`src/rtl/pscb_pkg.sv`:
```
`default_nettype none

package pscb_pkg;

    localparam int CoordWidth       = 32;
    localparam int MaxPointsDefault = 4096;
    localparam int InDataWidth      = 3 * CoordWidth;
    localparam int OutDataWidth     = 10 * 32;
    localparam int CfgIdxWidth      = 2;
    localparam int CfgDataWidth     = 32;

    // register indexes
    localparam logic [CfgIdxWidth-1:0] CfgScale    = 2'd0;
    localparam logic [CfgIdxWidth-1:0] CfgRecenter = 2'd1;

    localparam logic [CfgDataWidth-1:0] ScaleReset = 32'h0001_0000;

    // axis codes
    localparam logic [1:0] AxisX = 2'd0;
    localparam logic [1:0] AxisY = 2'd1;
    localparam logic [1:0] AxisZ = 2'd2;

    typedef enum logic [3:0] {
        ST_LOAD,
        ST_FLUSH,
        ST_DIV_START,
        ST_DIV_WAIT,
        ST_OFFSET,
        ST_PASS_INIT,
        ST_PASS,
        ST_DRAIN,
        ST_SQRT_START,
        ST_SQRT_WAIT,
        ST_RESULT
    } t_state;

    typedef struct packed {
        logic       cent_clear;
        logic       div_start;
        logic       cent_load;
        logic [1:0] axis;
        logic       offset_update;
        logic       pass_init;
        logic       pass_read;
        logic       sqrt_start;
        logic       out_load;
    } t_cmd;

    typedef struct packed {
        logic recenter;
        logic div_done;
        logic pass_last;
        logic pipe_busy;
        logic sqrt_done;
        logic out_busy;
    } t_status;

endpackage

`default_nettype wire

```
`src/rtl/pscb_ctrl.sv`:
```
`default_nettype none

module pscb_ctrl
    import pscb_pkg::*;
(
    input  wire logic    i_clk,
    input  wire logic    i_rst_n,
    input  wire logic    i_s_tvalid,
    input  wire logic    i_s_tlast,
    output logic         o_s_tready,
    input  wire t_status i_status,
    output t_cmd         o_cmd
);

    t_state     r_state, n_state;
    logic [1:0] r_axis, n_axis;

    always_ff @(posedge i_clk) begin
        if (!i_rst_n) begin
            r_state <= ST_LOAD;
            r_axis  <= AxisX;
        end else begin
            r_state <= n_state;
            r_axis  <= n_axis;
        end
    end

    // next state
    always_comb begin
        n_state = r_state;
        n_axis  = r_axis;
        case (r_state)
            ST_LOAD: begin
                if (i_s_tvalid && i_s_tlast) begin
                    n_state = ST_FLUSH;
                end
            end
            ST_FLUSH: begin
                n_axis  = AxisX;
                n_state = i_status.recenter ? ST_DIV_START : ST_PASS_INIT;
            end
            ST_DIV_START: begin
                n_state = ST_DIV_WAIT;
            end
            ST_DIV_WAIT: begin
                if (i_status.div_done) begin
                    if (r_axis == AxisZ) begin
                        n_state = ST_OFFSET;
                    end else begin
                        n_axis  = r_axis + 2'd1;
                        n_state = ST_DIV_START;
                    end
                end
            end
            ST_OFFSET: begin
                n_state = ST_PASS_INIT;
            end
            ST_PASS_INIT: begin
                n_state = ST_PASS;
            end
            ST_PASS: begin
                if (i_status.pass_last) begin
                    n_state = ST_DRAIN;
                end
            end
            ST_DRAIN: begin
                if (!i_status.pipe_busy) begin
                    n_state = ST_SQRT_START;
                end
            end
            ST_SQRT_START: begin
                n_state = ST_SQRT_WAIT;
            end
            ST_SQRT_WAIT: begin
                if (i_status.sqrt_done) begin
                    n_state = ST_RESULT;
                end
            end
            ST_RESULT: begin
                if (!i_status.out_busy) begin
                    n_state = ST_LOAD;
                end
            end
            default: begin
                n_state = ST_LOAD;
            end
        endcase
    end

    // outputs
    always_comb begin
        o_cmd      = '0;
        o_cmd.axis = r_axis;
        o_s_tready = 1'b0;
        case (r_state)
            ST_LOAD:       o_s_tready          = 1'b1;
            ST_FLUSH:      o_cmd.cent_clear    = 1'b1;
            ST_DIV_START:  o_cmd.div_start     = 1'b1;
            ST_DIV_WAIT:   o_cmd.cent_load     = i_status.div_done;
            ST_OFFSET:     o_cmd.offset_update = 1'b1;
            ST_PASS_INIT:  o_cmd.pass_init     = 1'b1;
            ST_PASS:       o_cmd.pass_read     = 1'b1;
            ST_SQRT_START: o_cmd.sqrt_start    = 1'b1;
            ST_RESULT:     o_cmd.out_load      = !i_status.out_busy;
            default: begin
            end
        endcase
    end

`ifndef NO_ASSERTIONS
    a_last_closes_input: assert property (@(posedge i_clk) disable iff (!i_rst_n)
        (o_s_tready && i_s_tvalid && i_s_tlast) |=> !o_s_tready)
        else $error("input still open after last beat");

    a_sqrt_after_drain: assert property (@(posedge i_clk) disable iff (!i_rst_n)
        o_cmd.sqrt_start |-> !i_status.pipe_busy)
        else $error("root started before measurement pipe drained");

    a_div_only_recenter: assert property (@(posedge i_clk) disable iff (!i_rst_n)
        o_cmd.div_start |-> i_status.recenter)
        else $error("division started with recentring off");
`endif

endmodule

`default_nettype wire

```
`config.mk`:
```
export PLATFORM = sky130hd
export DESIGN_NAME = pscb_ctrl
export DESIGN_NICKNAME = d
export VERILOG_FILES = /design/src/rtl/pscb_pkg.sv /design/src/rtl/pscb_ctrl.sv
export SDC_FILE = /design/constraint.sdc
export NUM_CORES = 1
export LEC_CHECK = 0
export ABC_CLOCK_PERIOD_IN_PS = 3800
export BUFFER_PORTS_ARGS = -buffer_cell sky130_fd_sc_hd__buf_2
export CORE_UTILIZATION = 35
export DETAILED_ROUTE_END_ITERATION = 16
export PLACE_DENSITY = 0.66
export RECOVER_POWER = 25
export SLEW_MARGIN = 20
export SYNTH_ARGS = -nofsm -noshare
export SYNTH_HDL_FRONTEND = slang
export SYNTH_SLANG_ARGS = --single-unit
```
`constraint.sdc`:
```
create_clock -name i_clk -period 3.8 [get_ports i_clk]
set_input_delay 0.38 -clock i_clk [delete_from_list [all_inputs] [get_ports i_clk]]
set_output_delay 0.38 -clock i_clk [all_outputs]
set_load 0.05 [all_outputs]
```
==> metrics <==
# DRC 0; compound-gate portion of the synthesized area 0.231; CTS tree built; synthesized instance count 74; Die X-Extent 41.3 um; total die area 1710 um^2; required time worst endpoint 3.42 ns; pwr/cell area 481 nW/um^2; Leak Pwr 0.264 nW; YS warnings 0; CTS resizes 0; sw power 0.000145 W; port bufs 20; First-pass DRT Iterations 4; Hold Path Class primary input to flop; cell area after synthesis 542 um^2; routability cong. 0.862; Setup TNS Final 0 ns; number of CTS-inserted buffers 3; Hold Buf Count CTS 0; Hold Startpoint i_rst_n; CP Data Arrival Time 1.73 ns; NumNets Final 104; reg2reg end r_state[0]; Pint 0.000163 W; io pins 21; switching share of power 0.471; Seq pwr share 0.333; Yosys cell types 35; final worst path period share 0.556; GRT overflow 0; ant diodes 0; routed wire length 1.16 mm; initial antenna violation count 0; crit path kind flop to output pin; post-synthesis register bit count 6; CP Capture Type output pin; xor/xnor cell area share of the yosys netlist 0; unrepaired setup endpoints after global routing no; Worst-Margin Slew 0.592 ns; FF-to-FF Start r_state[0]; max-cap violations 0; vias in the first global route 426; CTS sink cnt 6; Total Routing Usage GR 0.153; Synth Flop Type dfxtp_1; Tmin final 2.11 ns; status finished, final reports clean; vias 581; row cnt 13; portion of netlist area occupied by mux cells 0; chip height 41.3 um; Final HPWL DP 851 um; number of flops mapped to enable cells by yosys 0; main combinational cell family by area after synthesis simple AND/OR/NAND/NOR gates; Finished Cell Area 642 um^2; Relative slew margins 0.607; Pins Over Slew Limit 0; worst hold stages 2; Layout area overhead 18.5%; VDD IR max 222 uV; # Post-CTS Setup Buffers 0; core area 1370 um^2; worst-path fanout max 22; Clock Root Buffer clkbuf_4; clk buf depth 2; Setup-failing EPs final 0; Mean Syn Cell Area 7.32 um^2; Syn Nets 85; Synth Area in Simple Gates 0.443; Post-Synth Adder-Cell Area 0.0231; wire per inst 11.0 um; sequential area share after synthesis 0.222; worst skew pair latency 0.23 ns; drt via density 5.48; Peak Freq 473 MHz; CTS clk-pin slew, worst paths 0.04 ns; Hold EP r_axis[0]; dpl cell area 624 um^2; initial core utilization 0.397; critical path startpoint category flop; wire length of the first global-routing pass 1.72 mm; H-tree levels 1; pin count of the biggest net entering global routing 23; R2R Setup Slk 2.04 ns; async set-reset flop share out of synthesis 0; initial DRC count 27; Logic pwr share 0.491; Clk network pwr share 0.177; share of layout cells above drive strength 1 0.253; worst r2r path cells 4; worst clock skew 0.000487 ns; Routed Antenna Nets 0; Min Hold Slack 0.415 ns; Fin. Hold Viols 0
-- per-stage QoR --
step,utilization,power (W),std cells,worst slack (ns)
after floorplan,-,0.000234,74,1.16
after global placement,0.457,0.000257,103,1.95
after detailed placement,0.457,0.000259,103,1.94
after CTS,0.473,0.000315,106,1.69
after global routing,0.470,0.000334,106,1.58
final,0.470,0.000309,106,1.69
-- sequential cells by signal (all words and copies together), names as in the netlist --
| register | flops |
|---|---|
| r_state | 4 |
| r_axis | 2 |
-- cell usage in the layout (no fill, tap or decap), types with 3 or more instances in the layout --
| cell | n |
|---|---|
| nor3_1 | 7 |
| nand2_1 | 7 |
| o21ai_0 | 4 |
| buf_2 | 18 |
| nor2_1 | 6 |
| a21oi_1 | 4 |
| dfxtp_1 | 6 |
| clkbuf_4 | 3 |
-- how the worst max path moves through the flow --
| stage | startpoint | end | slack, ns | cells past startpoint |
|---|---|---|---|---|
| floorplan | r_state[0] | o_cmd[4] | 1.16 | 3 |
| global placement | r_state[0] | o_cmd[9] | 1.95 | 3 |
| detailed placement | r_state[0] | o_cmd[9] | 1.94 | 3 |
| CTS | r_state[0] | o_cmd[9] | 1.69 | 3 |
| global route | r_state[0] | o_cmd[9] | 1.58 | 3 |
| finish | r_state[0] | o_cmd[9] | 1.69 | 3 |
-- logic make-up after synthesis --
group	Yosys count
compound gates	19
fa+ha+maj	1
simple gates	40
buf+inv	8
flops	6
-- layer usage --
metal	up-vias	global-route usage	share of wire
met5	-	0	0
met3	2	0.0160	0.044
met1	259	0.185	0.49
met4	0	0.0726	0.0052
li1	304	-	-
met2	16	0.270	0.46
-- cell type report --
type | instances | area, um^2
clock buffer | 3 | 22.5
fill | 152 | 724
multi-input combinational | 60 | 375
sequential | 6 | 120
inverter | 2 | 7.51
timing repair buffer | 20 | 97.6
tap | 15 | 18.8
-- power groups by stage --
stage | Clock, W | Sequential, W | Combinational [W]
final | 0.0000545 | 0.000103 | 0.000151
after global routing | 0.0000619 | 0.000107 | 0.000165
after CTS | 0.0000573 | 0.000102 | 0.000155
after detailed placement | 0 | 0.000104 | 0.000155
after global placement | 0 | 0.000103 | 0.000153
after floorplan | 0 | 0.0000789 | 0.000155
-- worst max-delay path: stages, from the launching register on --
cell	delay (ns)
dfxtp_1	0.67
or3b_1	0.46
nor2_1	0.10
buf_2	0.27
-- synth_stat cells (all sizes together), types with 2 or more instances --
master | instances | area [um^2]
a211oi | 2 | 15.0
dfxtp | 6 | 120
clkbuf | 2 | 7.51
buf | 4 | 28.8
and2 | 2 | 12.5
nand2b | 2 | 12.5
o21a | 2 | 15.0
a21boi | 2 | 15.0
a21oi | 5 | 28.8
nand2 | 7 | 26.3
o31ai | 2 | 15.0
or4b | 2 | 20.0
nor3 | 7 | 35.0
nor2 | 6 | 22.5
inv | 2 | 7.51
nor3b | 2 | 15.0
or3b | 2 | 20.0
o21ai | 4 | 20.0
Power figures use the tool's default switching activity.
